## src/hdl/request_latency_metrics_unit_defines.svh

```systemverilog
// ----------------------------------------------------------------------------
// request latency metrics unit: assertion macros
// shared checking shorthands for the block's concurrent assertions
// ----------------------------------------------------------------------------
`ifndef REQUEST_LATENCY_METRICS_UNIT_DEFINES_SVH
`define REQUEST_LATENCY_METRICS_UNIT_DEFINES_SVH

// same-cycle implication
`define RLM_ASSERT_IMPL(label, clk, rst_n, ante, cons) \
  label: assert property (@(posedge clk) disable iff (!rst_n) (ante) |-> (cons)) \
    else $error("rlm: assertion failed");

// next-cycle implication
`define RLM_ASSERT_NEXT(label, clk, rst_n, ante, cons) \
  label: assert property (@(posedge clk) disable iff (!rst_n) (ante) |=> (cons)) \
    else $error("rlm: assertion failed");

`endif

```

## src/hdl/rlm_pkg.sv

```systemverilog
// ----------------------------------------------------------------------------
// rlm_pkg
// shared types and constants of the request latency metrics unit
// ----------------------------------------------------------------------------
package rlm_pkg;

  localparam int unsigned BUCKETS_PER_TIER_DEF = 10;
  localparam int unsigned COUNTER_BITS_DEF     = 32;

  localparam int unsigned NUM_WINDOWS = 5;
  localparam int unsigned NUM_ROLLING = 3;
  localparam int unsigned NUM_KINDS   = 3;

  localparam int unsigned SHORT_MS = 10;
  localparam int unsigned MID_MS   = 100;
  localparam int unsigned LONG_MS  = 1000;

  localparam int unsigned ACT_W    = 3;
  localparam int unsigned LAT_W    = 32;
  localparam int unsigned SEL_W    = 6;
  localparam int unsigned DATA_W   = 32;
  localparam int unsigned PERIOD_W = 20;
  localparam int unsigned ADDR_W   = 4;
  localparam int unsigned EXT_W    = 64;

  localparam int unsigned CMD_FIFO_DEPTH = 4;
  localparam int unsigned OUT_FIFO_DEPTH = 2;

  localparam logic [PERIOD_W-1:0] MINUTE_PERIOD_RST = 20'd60;
  localparam logic [PERIOD_W-1:0] HOUR_PERIOD_RST   = 20'd3600;
  localparam logic [PERIOD_W-1:0] DAY_PERIOD_RST    = 20'd86400;

  // register indexes on the configuration port
  localparam logic [1:0] REG_MINUTE = 2'd0;
  localparam logic [1:0] REG_HOUR   = 2'd1;
  localparam logic [1:0] REG_DAY    = 2'd2;

  typedef enum logic [ACT_W-1:0] {
    ACT_REQ_BEGIN  = 3'd0,
    ACT_REQ_END    = 3'd1,
    ACT_SEC_TICK   = 3'd2,
    ACT_CONN_OPEN  = 3'd3,
    ACT_CONN_CLOSE = 3'd4,
    ACT_READ       = 3'd5
  } action_e;

  typedef struct packed {
    action_e          act;
    logic             success;
    logic [SEL_W-1:0] sel;
  } item_ctl_t;

  typedef struct packed {
    logic [PERIOD_W-1:0] minute;
    logic [PERIOD_W-1:0] hour;
    logic [PERIOD_W-1:0] day;
  } periods_t;

endpackage

```

## src/hdl/rlm_fifo.sv

```systemverilog
// ----------------------------------------------------------------------------
// rlm_fifo
// small register-based first-in first-out queue
// ----------------------------------------------------------------------------
module rlm_fifo import rlm_pkg::*; #(
  parameter int unsigned WIDTH = DATA_W,
  parameter int unsigned DEPTH = CMD_FIFO_DEPTH
) (
  input  logic             clk_i,
  input  logic             rst_ni,
  input  logic             push_i,
  input  logic [WIDTH-1:0] wdata_i,
  input  logic             pop_i,
  output logic [WIDTH-1:0] rdata_o,
  output logic             full_o,
  output logic             empty_o
);

  localparam int unsigned PTR_W = (DEPTH > 1) ? $clog2(DEPTH) : 1;
  localparam int unsigned CNT_W = $clog2(DEPTH + 1);

  logic [WIDTH-1:0] mem_q [DEPTH];
  logic [PTR_W-1:0] wr_ptr_q, rd_ptr_q;
  logic [CNT_W-1:0] cnt_q;
  logic             do_push, do_pop;

  assign full_o  = (cnt_q == CNT_W'(DEPTH));
  assign empty_o = (cnt_q == '0);
  assign do_push = push_i && !full_o;
  assign do_pop  = pop_i && !empty_o;
  assign rdata_o = mem_q[rd_ptr_q];

  always_ff @(posedge clk_i) begin
    if (do_push) begin
      mem_q[wr_ptr_q] <= wdata_i;
    end
  end

  always_ff @(posedge clk_i or negedge rst_ni) begin
    if (!rst_ni) begin
      wr_ptr_q <= '0;
      rd_ptr_q <= '0;
      cnt_q    <= '0;
    end else begin
      if (do_push) begin
        wr_ptr_q <= (wr_ptr_q == PTR_W'(DEPTH - 1)) ? '0 : wr_ptr_q + 1'b1;
      end
      if (do_pop) begin
        rd_ptr_q <= (rd_ptr_q == PTR_W'(DEPTH - 1)) ? '0 : rd_ptr_q + 1'b1;
      end
      unique case ({do_push, do_pop})
        2'b10:   cnt_q <= cnt_q + 1'b1;
        2'b01:   cnt_q <= cnt_q - 1'b1;
        default: cnt_q <= cnt_q;
      endcase
    end
  end

endmodule

```

## config.mk

```make
export PLATFORM = sky130hd
export DESIGN_NAME = rlm_fifo
export DESIGN_NICKNAME = d
export VERILOG_FILES = /design/src/hdl/request_latency_metrics_unit_defines.svh /design/src/hdl/rlm_pkg.sv /design/src/hdl/rlm_fifo.sv
export SDC_FILE = /design/constraint.sdc
export NUM_CORES = 1
export LEC_CHECK = 0
export ABC_AREA = 1
export BUFFER_PORTS_ARGS = -buffer_cell sky130_fd_sc_hd__buf_2
export CAP_MARGIN = 0
export CORE_MARGIN = 1
export CORE_UTILIZATION = 37
export CTS_CLUSTER_DIAMETER = 100
export CTS_CLUSTER_SIZE = 16
export DETAILED_ROUTE_END_ITERATION = 10
export GPL_ROUTABILITY_DRIVEN = 1
export SYNTH_ARGS = -nofsm -noshare
export SYNTH_HDL_FRONTEND = slang
export SYNTH_SLANG_ARGS = --single-unit
export TNS_END_PERCENT = 20
```

## constraint.sdc

```tcl
create_clock -name clk_i -period 5.3 [get_ports clk_i]
set_input_delay 0.265 -clock clk_i [delete_from_list [all_inputs] [get_ports clk_i]]
set_output_delay 0.265 -clock clk_i [all_outputs]
set_load 0.1 [all_outputs]
```

## Yosys cells after proc, flatten, opt, wreduce, memory -nomap -nowiden

Memory sizes are Yosys's and may differ from the RTL's.
Index checks and enable logic that the tools add are counted.

| storage, ports and cells | value |
|---|---|
| register bits | 7 |
| RAM bits | 128 |
| input port bits | 36 |
| output and inout port bits | 34 |
| memories kept | 1 |

Memories:

| memory | depth | width | read ports | clocked after Yosys merged registers in | write ports | RTL line | source |
|---|---|---|---|---|---|---|---|
| mem_q | 4 | 32 | 1 | 0 | 1 | rlm_fifo.sv:22 | `logic [WIDTH-1:0] mem_q [DEPTH];` |

| cells by class | value |
|---|---|
| add/sub/neg operators | 4 |
| equality and inequality tests | 5 |
| muxes and demuxes | 5 |
| reductions and logical operators | 6 |

Operators with widths:

| kind | count |
|---|---|
| 2-bit equality test, second input constant | 3 |
| 3-bit case mux with 2 select lines | 1 |
| 2-bit by 1-bit adder with 2-bit output, second input constant | 2 |
| 2-bit 2-to-1 mux | 2 |
| 3-bit by 1-bit adder with 3-bit output, second input constant | 1 |
| 3-bit equality test, second input constant | 1 |
| 3-bit zero test | 1 |
| 3-bit by 1-bit subtractor with 3-bit output, second input constant | 1 |
| 2-bit by 1-bit equality test with 1-bit output, second input constant | 1 |
| 1-bit logical AND | 2 |
| 1-bit zero test | 2 |
| 1-bit 2-to-1 mux | 2 |
| 2-bit nonzero test | 1 |

## Depth between registers and ports, before layout

| logic depth | value |
|---|---|
| word-level depth | 5 |
| mapped depth | 12 |

## Worst setup path before layout

OpenSTA, ideal clock, no wires.

| timing | value |
|---|---|
| path kind | register -> register |
| start | register cnt_q[0] |
| end | memory mem_q[0][0] (netlist name), enable pin |
| setup time | 0.421 ns |
| arrival time | 2.049 ns |
| required time | 4.879 ns |
| setup slack | 2.830 ns |
| cell stages (with the launch flop) | 5 |
| path buffers | 0 |
| period minus slack after synthesis | 2.470 ns |
| path through | dfrtp_1 inv_2 nand3_1 nand2_1 nor2_1 |

| between the ends | value |
|---|---|
| word-level cells in the longest chain between the ends | 5 |

Ends and longest elaborated chain:

| what | RTL line | source |
|---|---|---|
| start, declared | rlm_fifo.sv:24 | `logic [CNT_W-1:0] cnt_q;` |
| start signal, assigned | rlm_fifo.sv:52 | `2'b10: cnt_q <= cnt_q + 1'b1;` |
| start signal, assigned | rlm_fifo.sv:53 | `2'b01: cnt_q <= cnt_q - 1'b1;` |
| start signal, assigned | rlm_fifo.sv:54 | `default: cnt_q <= cnt_q;` |
| 3-bit equality test | rlm_fifo.sv:27 | `assign full_o = (cnt_q == CNT_W'(DEPTH));` |
| 1-bit zero test | rlm_fifo.sv:29 | `assign do_push = push_i && !full_o;` |
| 1-bit logical AND | rlm_fifo.sv:29 |  |
| 1-bit 2-to-1 mux | rlm_fifo.sv:34 | `if (do_push) begin` |
| 1-bit 2-to-1 mux (not written as such) | rlm_fifo.sv:35 | `mem_q[wr_ptr_q] <= wdata_i;` |
| end, declared | rlm_fifo.sv:22 |  |

Every way passes these cells.

## Worst setup path in the final report

| timing | value |
|---|---|
| start | register rd_ptr_q[1] |
| end | output port rdata_o[31] |

| between the ends | value |
|---|---|
| word-level cells in the longest chain between the ends | 1 |

Ends and longest elaborated chain:

| what | RTL line | source |
|---|---|---|
| start, declared | rlm_fifo.sv:23 | `logic [PTR_W-1:0] wr_ptr_q, rd_ptr_q;` |
| start signal, assigned | rlm_fifo.sv:49 | `rd_ptr_q <= (rd_ptr_q == PTR_W'(DEPTH - 1)) ? '0 : rd_ptr_q + 1'b1;` |
| memory read 4 x 32 bit | -- |  |
| end, declared | rlm_fifo.sv:14 | `output logic [WIDTH-1:0] rdata_o,` |

Every way passes these cells.

==> reports/summary.txt <==
Max clock buf depth -> 2
Initial antenna violation count -> 1
Yosys top cell area share -> 70.0%
Area Overhead vs Synth -> 18.8%
Worst setup SP type -> register
Largest net degree at the start of global routing -> 132
Avg Cell Area, Syn -> 12.7 µm²
Unique masters post-synth -> 17
Clock Latency Late Sink -> 410 ps
Skew final -> 5.01 ps
Top cells by area, synth -> edfxtp_1 70%, o211ai_1 8.7%, nand2_1 7.6%
Status -> finished clean
DR vias/cell -> 4.64
Final Net Count -> 545
Cell row count -> 44
Die ar. -> 0.0153 mm²
Slew margin rel. -> 18.3%
Clk sinks -> 135
Tmin final -> 2820 ps
Starting Density -> 37.8%
Post-DP HPWL -> 5900 µm
DR vias -> 3242
Chip height -> 124 µm
GRT Resource Usage Total -> 14.6%
DR pass1 iterations -> 5
Fmax -> 0.355 GHz
Largest area contributor in the netlist -> edfxtp_1
Setup TNS -> 0 ps
Max cap viols -> 0
CP max FO -> 35
Core area -> 0.0145 mm²
# Post-CTS Setup Buffers -> 0
Die width -> 124 µm
Most common cell after layout, fill and taps aside -> edfxtp_1
Vias in the first global route -> 3146
RePlAce Congestion -> 0.700
Post-synthesis sequential area ratio -> 73.1%
CTS HTree Levels -> 4
Syn Nets -> 477
Drt wl/cell -> 14.6 µm
Post-route ant nets -> 0
Final critical-path share of the clock period -> 53.2%
Final setup vio count -> 0
CTS tree -> yes
CTS root buffer -> clkbuf_16
RSZ-0062 raised after global routing -> false
WP data required -> 5040 ps
Post-route cell area -> 0.00653 mm²
Io pins -> 70
Critical Path AT -> 2560 ps
Post-CTS Resized -> 0
Total Wirelength -> 10200 µm
Endpoints failing hold -> 0
Yosys reg bits -> 135
Synthesized area -> 0.00549 mm²
Slew @ Worst Pin -> 1230 ps
First-pass GRT wire length -> 16200 µm
Drt drc -> 0
CP endpoint kind -> output pin
ANT cells -> 0
Hold Crit Class -> in -> reg
Grt ovf -> 0
Syn Inst Count -> 434
Most frequent cells in the layout -> 128 x edfxtp_1, 111 x nand2_1, 77 x inv_1
Port bufs -> 69
1st-iter DRT viols -> 144
Post-DP Area -> 0.00600 mm²
Share of layout cells above drive strength 1 -> 20.2%
Reg clk slew, reported paths -> 50 ps
Synthesis warning total -> 0
Number of CTS-inserted buffers -> 17
Slew Viols, Final -> 0
CTS Hold Buffers Added -> 1
Critical path class -> reg -> out
==> cell families (layout without fill, tap and decap cells) <==
kind of cell	count (synthesis)	in the layout	synth area share, %
AOI/OAI and AO/OA	65	65	8.84
and+or+nand+nor	125	125	8.75
xor gates and xnor gates	1	1	0.159
adders and majority gates	7	7	1.73
buffers and inverters	101	181	7.38
DFF	135	135	73.1
==> worst max-delay path, stage by stage (launching register included) <==
cell,delay (ps)
dfrtp_2,680
inv_2,660
o211ai_1,190
nand2_1,170
buf_2,440
==> through the flow <==
stage / cells / hold WS, ps / utilization (%) / worst slack, ps
floorplan: 434 / -30.6 / - / 2830
global placement: 666 / 108 / 41.3 / 2870
detailed placement: 666 / 117 / 41.3 / 2880
CTS: 698 / 54.6 / 44.9 / 2430
global route: 698 / 56.8 / 44.9 / 2300
finish: 698 / 70.6 / 44.9 / 2480
==> synthesized netlist by cell type <==
cell	instances
inv_2	3
o21ai_0	1
nor2_1	6
buf_1	1
edfxtp_1	128
buf_4	1
nand4_1	1
clkbuf_1	1
nand3_1	7
buf_2	18
o211ai_1	64
ha_1	6
inv_1	77
dfrtp_1	7
xnor2_1	1
fa_1	1
nand2_1	111
==> layout make-up <==
cell class	count	area, µm²
Clock inverter	13	90.1
Tap cell	184	230
Timing Repair Buffer	70	355
Sequential cell	135	4020
Clock buffer	18	429
Inverter	80	300
Fill cell	1328	8010
Multi-Input combinational cell	198	1100
==> state kept, by name, summed over array words and instances (netlist names) <==
register	count
cnt_q	3
mem_q	128
rd_ptr_q	2
wr_ptr_q	2
==> layer usage <==
| metal | up-vias | share of wire [%] | track usage [%] |
|---|---|---|---|
| li1 | 1625 | - | - |
| met1 | 1528 | 46 | 18.7 |
| met2 | 70 | 48 | 22.7 |
| met3 | 17 | 4.8 | 4.35 |
| met4 | 2 | 1.4 | 6.70 |
| met5 | - | 0.13 | 0 |
==> final timing paths <==
path | cells after the start | endpoint | startpoint | slack, ps
worst max register to register | 4 | mem_q[1][6]$_DFFE_PP_ | cnt_q[0]$_DFFE_PN0P_ | 3110
worst min register to register | 1 | cnt_q[0]$_DFFE_PN0P_ | cnt_q[0]$_DFFE_PN0P_ | 490
min in group asynchronous | 2 | cnt_q[0]$_DFFE_PN0P_ | rst_ni | 230
worst min-delay path | 1 | mem_q[0][10]$_DFFE_PP_ | wdata_i[10] | 70
max in group asynchronous | 2 | rd_ptr_q[0]$_DFFE_PN0P_ | rst_ni | 4890
worst max-delay path | 4 | rdata_o[31] | rd_ptr_q[1]$_DFFE_PN0P_ | 2480
Power is left out: the tool's default activity adds up to more than one toggle a clock period on the data nets, which glitch-free logic cannot reach.
