<file path="src/hdl/request_latency_metrics_unit_defines.svh">
// ----------------------------------------------------------------------------
// request latency metrics unit: assertion macros
// shared checking shorthands for the block's concurrent assertions
// ----------------------------------------------------------------------------
`ifndef REQUEST_LATENCY_METRICS_UNIT_DEFINES_SVH
`define REQUEST_LATENCY_METRICS_UNIT_DEFINES_SVH

// same-cycle implication
`define RLM_ASSERT_IMPL(label, clk, rst_n, ante, cons) \
  label: assert property (@(posedge clk) disable iff (!rst_n) (ante) |-> (cons)) \
    else $error("rlm: assertion failed");

// next-cycle implication
`define RLM_ASSERT_NEXT(label, clk, rst_n, ante, cons) \
  label: assert property (@(posedge clk) disable iff (!rst_n) (ante) |=> (cons)) \
    else $error("rlm: assertion failed");

`endif

</file>
<file path="src/hdl/rlm_pkg.sv">
// ----------------------------------------------------------------------------
// rlm_pkg
// shared types and constants of the request latency metrics unit
// ----------------------------------------------------------------------------
package rlm_pkg;

  localparam int unsigned BUCKETS_PER_TIER_DEF = 10;
  localparam int unsigned COUNTER_BITS_DEF     = 32;

  localparam int unsigned NUM_WINDOWS = 5;
  localparam int unsigned NUM_ROLLING = 3;
  localparam int unsigned NUM_KINDS   = 3;

  localparam int unsigned SHORT_MS = 10;
  localparam int unsigned MID_MS   = 100;
  localparam int unsigned LONG_MS  = 1000;

  localparam int unsigned ACT_W    = 3;
  localparam int unsigned LAT_W    = 32;
  localparam int unsigned SEL_W    = 6;
  localparam int unsigned DATA_W   = 32;
  localparam int unsigned PERIOD_W = 20;
  localparam int unsigned ADDR_W   = 4;
  localparam int unsigned EXT_W    = 64;

  localparam int unsigned CMD_FIFO_DEPTH = 4;
  localparam int unsigned OUT_FIFO_DEPTH = 2;

  localparam logic [PERIOD_W-1:0] MINUTE_PERIOD_RST = 20'd60;
  localparam logic [PERIOD_W-1:0] HOUR_PERIOD_RST   = 20'd3600;
  localparam logic [PERIOD_W-1:0] DAY_PERIOD_RST    = 20'd86400;

  // register indexes on the configuration port
  localparam logic [1:0] REG_MINUTE = 2'd0;
  localparam logic [1:0] REG_HOUR   = 2'd1;
  localparam logic [1:0] REG_DAY    = 2'd2;

  typedef enum logic [ACT_W-1:0] {
    ACT_REQ_BEGIN  = 3'd0,
    ACT_REQ_END    = 3'd1,
    ACT_SEC_TICK   = 3'd2,
    ACT_CONN_OPEN  = 3'd3,
    ACT_CONN_CLOSE = 3'd4,
    ACT_READ       = 3'd5
  } action_e;

  typedef struct packed {
    action_e          act;
    logic             success;
    logic [SEL_W-1:0] sel;
  } item_ctl_t;

  typedef struct packed {
    logic [PERIOD_W-1:0] minute;
    logic [PERIOD_W-1:0] hour;
    logic [PERIOD_W-1:0] day;
  } periods_t;

endpackage

</file>
<file path="src/hdl/rlm_front.sv">
// ----------------------------------------------------------------------------
// rlm_front
// decodes the event code and files an ending latency into its bucket
// ----------------------------------------------------------------------------
module rlm_front import rlm_pkg::*; #(
  parameter int unsigned BUCKETS_PER_TIER = BUCKETS_PER_TIER_DEF,
  localparam int unsigned BIDX_W = $clog2(3 * BUCKETS_PER_TIER)
) (
  input  logic [ACT_W-1:0]  action_i,
  input  logic [LAT_W-1:0]  latency_ms_i,
  input  logic              success_flag_i,
  input  logic [SEL_W-1:0]  read_select_i,
  output logic              vld_o,
  output item_ctl_t         ctl_o,
  output logic [BIDX_W-1:0] bucket_o
);

  logic [BUCKETS_PER_TIER-2:0] ge_short, ge_mid, ge_long;

  // thermometer of bucket boundaries in each tier
  always_comb begin
    for (int k = 1; k < BUCKETS_PER_TIER; k++) begin
      ge_short[k-1] = latency_ms_i >= LAT_W'(SHORT_MS * k);
      ge_mid[k-1]   = latency_ms_i >= LAT_W'(MID_MS * k);
      ge_long[k-1]  = latency_ms_i >= LAT_W'(LONG_MS * k);
    end
  end

  // the long tier saturates by construction of its thermometer
  always_comb begin
    priority if (latency_ms_i < LAT_W'(SHORT_MS * BUCKETS_PER_TIER)) begin
      bucket_o = BIDX_W'($countones(ge_short));
    end else if (latency_ms_i < LAT_W'(MID_MS * BUCKETS_PER_TIER)) begin
      bucket_o = BIDX_W'(BUCKETS_PER_TIER) + BIDX_W'($countones(ge_mid));
    end else begin
      bucket_o = BIDX_W'(2 * BUCKETS_PER_TIER) + BIDX_W'($countones(ge_long));
    end
  end

  always_comb begin
    unique case (action_i)
      ACT_REQ_BEGIN, ACT_REQ_END, ACT_SEC_TICK,
      ACT_CONN_OPEN, ACT_CONN_CLOSE, ACT_READ: vld_o = 1'b1;
      default:                                 vld_o = 1'b0;
    endcase
  end

  assign ctl_o.act     = action_e'(action_i);
  assign ctl_o.success = success_flag_i;
  assign ctl_o.sel     = read_select_i;

endmodule

</file>
<file path="config.mk">
export PLATFORM = sky130hd
export DESIGN_NAME = rlm_front
export DESIGN_NICKNAME = d
export VERILOG_FILES = /design/src/hdl/request_latency_metrics_unit_defines.svh /design/src/hdl/rlm_pkg.sv /design/src/hdl/rlm_front.sv
export SDC_FILE = /design/constraint.sdc
export NUM_CORES = 1
export LEC_CHECK = 0
export ABC_AREA = 1
export BUFFER_PORTS_ARGS = -buffer_cell sky130_fd_sc_hd__buf_2
export CAP_MARGIN = 20
export CORE_MARGIN = 2
export CORE_UTILIZATION = 55
export DETAILED_ROUTE_END_ITERATION = 12
export PLACE_DENSITY = 0.94
export SLEW_MARGIN = 10
export SYNTH_ARGS = -nofsm -noshare
export SYNTH_HDL_FRONTEND = slang
export SYNTH_SLANG_ARGS = --single-unit
</file>
<file path="constraint.sdc">
create_clock -name vclk -period 7.55
set_input_delay 1.1325 -clock vclk [all_inputs]
set_output_delay 1.1325 -clock vclk [all_outputs]
set_load 0.1 [all_outputs]
</file>
# After elaboration in Yosys (flattened, before gate mapping)
# Index checks and enable logic that the tools add are counted.
dict set report word_totals {
  wordCells 65
  out_inout_bits 16
  in_bits 42
  ff_bits 0
}
dict set report op_classes {
  magnitude_cmp 29
  mux 3
  n_reduce_logical 2
  addsub 26
  eq_ne 5
}
# operator count
set ops {}
lappend ops {{32-bit by 10-bit greater-or-equal comparator with 1-bit output, second input constant} 5}
lappend ops {{32-bit by 13-bit greater-or-equal comparator with 1-bit output, second input constant} 4}
lappend ops {{32-bit by 7-bit greater-or-equal comparator with 1-bit output, second input constant} 4}
lappend ops {{32-bit by 6-bit greater-or-equal comparator with 1-bit output, second input constant} 3}
lappend ops {{32-bit by 9-bit greater-or-equal comparator with 1-bit output, second input constant} 3}
lappend ops {{32-bit by 12-bit greater-or-equal comparator with 1-bit output, second input constant} 2}
lappend ops {{32-bit by 5-bit greater-or-equal comparator with 1-bit output, second input constant} 2}
lappend ops {{32-bit by 11-bit greater-or-equal comparator with 1-bit output, second input constant} 1}
lappend ops {{32-bit by 14-bit greater-or-equal comparator with 1-bit output, second input constant} 1}
lappend ops {{32-bit by 4-bit greater-or-equal comparator with 1-bit output, second input constant} 1}
lappend ops {{32-bit by 8-bit greater-or-equal comparator with 1-bit output, second input constant} 1}
lappend ops {{32-bit by 10-bit < comparator with 1-bit output, second input constant} 1}
lappend ops {{32-bit by 7-bit < comparator with 1-bit output, second input constant} 1}
lappend ops {{1-bit by 1-bit adder with 2-bit output} 12}
lappend ops {{2-bit by 2-bit adder with 3-bit output} 6}
lappend ops {{4-bit by 1-bit adder with 5-bit output} 3}
lappend ops {{3-bit by 3-bit adder with 4-bit output} 3}
lappend ops {{5-bit two-way mux} 2}
lappend ops {{3-bit by 2-bit == test with 1-bit output, second input constant} 2}
lappend ops {{3-bit == test, second input constant} 2}
lappend ops {{6-bit OR reduction} 1}
lappend ops {{4-bit by 5-bit adder with 5-bit output, first input constant} 1}
lappend ops {{5-bit adder, first input constant} 1}
lappend ops {{3-bit by 1-bit == test with 1-bit output, second input constant} 1}
lappend ops {{2 further kinds} 2}

# Logic depth before layout (Yosys ltp)
dict set report logic_depth {
  word_depth 8
  mapped_depth 21
}

# Worst setup path before layout
# Ideal clock, no wire load.
dict set report synth_timing {
  path_type {input-to-output}
  startpoint {in latency_ms_i[6]}
  endpoint {out bucket_o[4]}
  slack_ns 1.077
  arrival_ns 5.341
  cell_stages 19
  t_required_ns 6.418
  n_path_buf 1
  cell_sequence {buf_2 -> inv_2 -> nor2_1 -> nand3_1 -> nand2_1 -> nor2_4 -> nand2_4 -> inv_2 -> fa_1 -> inv_1 -> fa_1 -> inv_1 -> fa_1 -> fa_1 -> fa_1 -> inv_1 -> ha_1 -> a21oi_1 -> a21oi_2}
}
dict set report synth_between {
  elab_chain_cells 8
  elab_cells_between_ends 57
  cone_classes {26 x add/sub; 29 x order compare; 2 x mux}
}
# element line_no
set synth_lines {}
lappend synth_lines {{start: declaration} rlm_front.sv:10} ;# input logic [LAT_W-1:0] latency_ms_i,
lappend synth_lines {{32-bit by 10-bit greater-or-equal comparator with 1-bit output, or another cell as far along} rlm_front.sv:25} ;# ge_long[k-1] = latency_ms_i >= LAT_W'(LONG_MS * k);
lappend synth_lines {{1-bit by 1-bit adder with 2-bit output, on equally long branches} {rlm_front.sv:36, rlm_front.sv:34}}
lappend synth_lines {{2-bit by 2-bit adder with 3-bit output, on equally long branches} {rlm_front.sv:36, rlm_front.sv:34}}
lappend synth_lines {{3-bit by 3-bit adder with 4-bit output, on equally long branches} {rlm_front.sv:36, rlm_front.sv:34}}
lappend synth_lines {{4-bit by 1-bit adder with 5-bit output, on equally long branches} {rlm_front.sv:36, rlm_front.sv:34}}
lappend synth_lines {{5-bit adder / 4-bit by 5-bit adder with 5-bit output (equally long branches)} {rlm_front.sv:36, rlm_front.sv:34}}
lappend synth_lines {{5-bit two-way mux} rlm_front.sv:33} ;# end else if (latency_ms_i < LAT_W'(MID_MS * BUCKETS_PER_TIER)) begin
lappend synth_lines {{5-bit two-way mux *} rlm_front.sv:31} ;# priority if (latency_ms_i < LAT_W'(SHORT_MS * BUCKETS_PER_TIER)) begin
lappend synth_lines {{end: declaration} rlm_front.sv:15} ;# output logic [BIDX_W-1:0] bucket_o
# Every way passes the cells marked *; elsewhere a longest branch is shown, timed or not.

# Worst setup path after layout
dict set report layout_timing {
  startpoint {in latency_ms_i[14]}
  endpoint {out bucket_o[1]}
}
# The elaborated chain is that of the path after synthesis.

==> impl_metrics.py <==
metrics = {
    "run_status": {
        "status": "finished, final reports clean",
    },
    "synthesis": {
        "synth_sequential_area_ratio_pct": 0,
        "synthDominantCellAreaShare_pct": 21.64,
        "synth_top_area_cell": "sky130_fd_sc_hd__fa_1",
        "synthesis.area_mm2": 0.001480,
        "syn_nets": 310,
        "synth_area_leaders": "sky130_fd_sc_hd__fa_1 (22%), sky130_fd_sc_hd__inv_1 (11%), sky130_fd_sc_hd__nand2_1 (11%), sky130_fd_sc_hd__nor2_1 (9.1%), sky130_fd_sc_hd__ha_1 (5.9%)",
        "cell_count_after_synthesis": 245,
        "post_synth_most_frequent_cells": "sky130_fd_sc_hd__inv_1 (44), sky130_fd_sc_hd__nand2_1 (44), sky130_fd_sc_hd__nor2_1 (36)",
        "synthesis.area_per_instance_um2": 6.042,
        "warning_count_from_the_yosys_run": 0,
        "synth.lib_cells_used.distinct": 29,
    },
    "drt": {
        "wl_per_cell_um": 11.21,
        "number_of_nets_with_antenna_violations_after_detailed_routing": 0,
        "post_drt_via_cell_ratio": 5.188,
        "initialDrtViolationCount": 57,
        "finalWirelength_um": 3407,
        "drt_first_pass_iters": 4,
        "vias": 1577,
        "drc": 0,
    },
    "pwr": {
        "static-leakage-power_nw": 0.8904,
        "cellPowerDensity_mw_per_mm2": 24.04,
        "worst_ir_drop_vdd_v": 0.00003644,
    },
    "worst_setup_path": {
        "cp.arrival_ns": 5.42,
        "cpLargestDelayFamily": "adder cells",
        "worstSetupStartpointType": "input port",
        "cp_slowest_cell": "sky130_fd_sc_hd__fa_1",
        "worstSetupEndpointType": "output port",
        "cp_slowest_stage_delay_ns": 0.55,
        "crit_chain": "buf_2 > nor2_2 > nand2_2 > nor2_8 > nand2_4 > nor2_4 > nand2_1 > inv_1 > o211ai_1 > fa_1 > fa_1 > inv_1 > fa_1 > fa_1 > fa_1 > or2_0 > nand2_1 > buf_2",
        "required_ns": 6.42,
        "critical_path_class": "input port to output port",
        "critical_path_peak_fanout": 6,
        "critical_path_buf_inv_count": 4,
        "crit_top_cell": "sky130_fd_sc_hd__fa_1",
    },
    "timing": {
        "unrepaired_setup_endpoints_after_global_routing": "no",
        "final_min_period_over_clock_period_pct": 86.84,
        "hold_violations": 0,
        "fin_crit_ns": 6.556,
        "achievable-frequency_mhz": 152.5,
        "timing.setup.tns_ns": 0,
        "setup_viol_count_final": 0,
        "slew-limit-headroom_pct": 67.59,
        "drv_slew": 0,
        "least_margin_pin_slew_ns": 0.4895,
    },
    "place": {
        "place_area_mm2": 0.001638,
        "detailedPlacementHpwl_um": 3053,
        "port_buffers": 41,
        "routabilityCongestion": 1.021,
    },
    "global_routing": {
        "grt-ovfl-total": 0,
        "grt_pass1_wl_um": 5906,
        "grt.total_usage_pct": 22.55,
        "antenna_violations_before_repair": 0,
        "grt_pass1_vias": 1469,
        "pin_count_of_the_biggest_net_entering_global_routing": 10,
    },
    "die": {
        "fp-row-count": 18,
        "initial_util_pct": 58.68,
        "ios": 58,
        "die_h_um": 55.88,
        "die-width_um": 55.88,
        "die_area_mm2": 0.003122,
        "coreArea_mm2": 0.002522,
    },
    "worst_hold_path": {
        "timing.hold.worst_endpoint": "ctl_o[0]",
        "hp_class": "input port to output port",
        "holdPathStages": 0,
        "min_from": "read_select_i[0]",
    },
    "finish": {
        "final_net_count": 341,
        "layout.cell_area.non_filler_mm2": 0.001638,
        "seq_cell_count": 0,
        "diodes_inserted": 0,
        "layout.clock_buffers": 0,
        "drive_above_1_share_pct": 21.90,
        "register_area_um2": 0,
        "syn_to_final_growth_pct": 10.65,
        "nFillCells": 250,
        "final_core_utilization_pct": 64.93,
        "multi_input_area_mm2": 0.001207,
    },
    "clock_network": {
        "post_cts_resized": 0,
        "post_cts.repair.setup_buffers": 0,
        "cts_hold_buffers": 0,
    },
    "job": {
        "drv.max_cap_violation_count": 0,
    },
}
==> worst max-delay path by stage <==
stage / depth (start not counted) / slack (ns) / start / endpoint
CTS: 18 / 0.96 / latency_ms_i[18] / bucket_o[1]
floorplan: 19 / 1.08 / latency_ms_i[6] / bucket_o[4]
detailed placement: 22 / 0.99 / latency_ms_i[4] / bucket_o[2]
finish: 18 / 0.99 / latency_ms_i[14] / bucket_o[1]
global placement: 18 / 0.99 / latency_ms_i[14] / bucket_o[1]
global route: 18 / 0.68 / latency_ms_i[21] / bucket_o[1]
==> power by group <==
part | leakage [nW] | internal, mW | switching, mW
logic | 0.890 | 0.0122 | 0.0272
registers | 0 | 0 | 0
clock network | 0 | 0 | 0
total | 0.890 | 0.0122 | 0.0272
==> routing by layer <==
metal  GRT usage (%)  share of wire (%)
met5               0                  0
met4           4.082                1.6
met3           1.628                8.7
met2           41.16                 49
met1           29.42                 41
==> layout by cell type, fill, tap and decap left out, drive strengths merged, types with 4 or more instances in the layout <==
cell / count
inv: 50
nand2: 48
nor2: 43
buf: 41
nand3: 16
fa: 16
a21oi: 15
o21ai: 12
nor3: 9
ha: 7
o211ai: 4
==> through the flow <==
stage / hold WS [ns] / setup WS [ns] / instances / total power, mW
after floorplan: 2.477 / 1.077 / 245 / 0.04427
after global placement: 2.266 / 0.9869 / 304 / 0.03858
after detailed placement: 2.266 / 0.9873 / 304 / 0.03887
after CTS: 2.266 / 0.9640 / 304 / 0.03900
after global routing: 2.265 / 0.6756 / 304 / 0.04324
final: 2.265 / 0.9938 / 304 / 0.03937
==> kinds of logic (layout without fill, tap and decap cells) <==
kind of cell / after synthesis / in the layout / synth area share [%]
adders and majority gates: 23 / 23 / 27.56
AOI/OAI and AO/OA: 37 / 37 / 14.71
and+or+nand+nor: 121 / 121 / 38.12
xor gates and xnor gates: 2 / 2 / 1.184
buffers and inverters: 62 / 91 / 18.43
==> area by class of cell <==
cell class                      instances  share of cell area (%)
Inverter                               50                   11.46
Multi-Input combinational cell        183                   73.72
Tap cell                               30                   2.292
Timing Repair Buffer                   41                   12.53
Note: power is estimated with default switching activity, not from simulation.
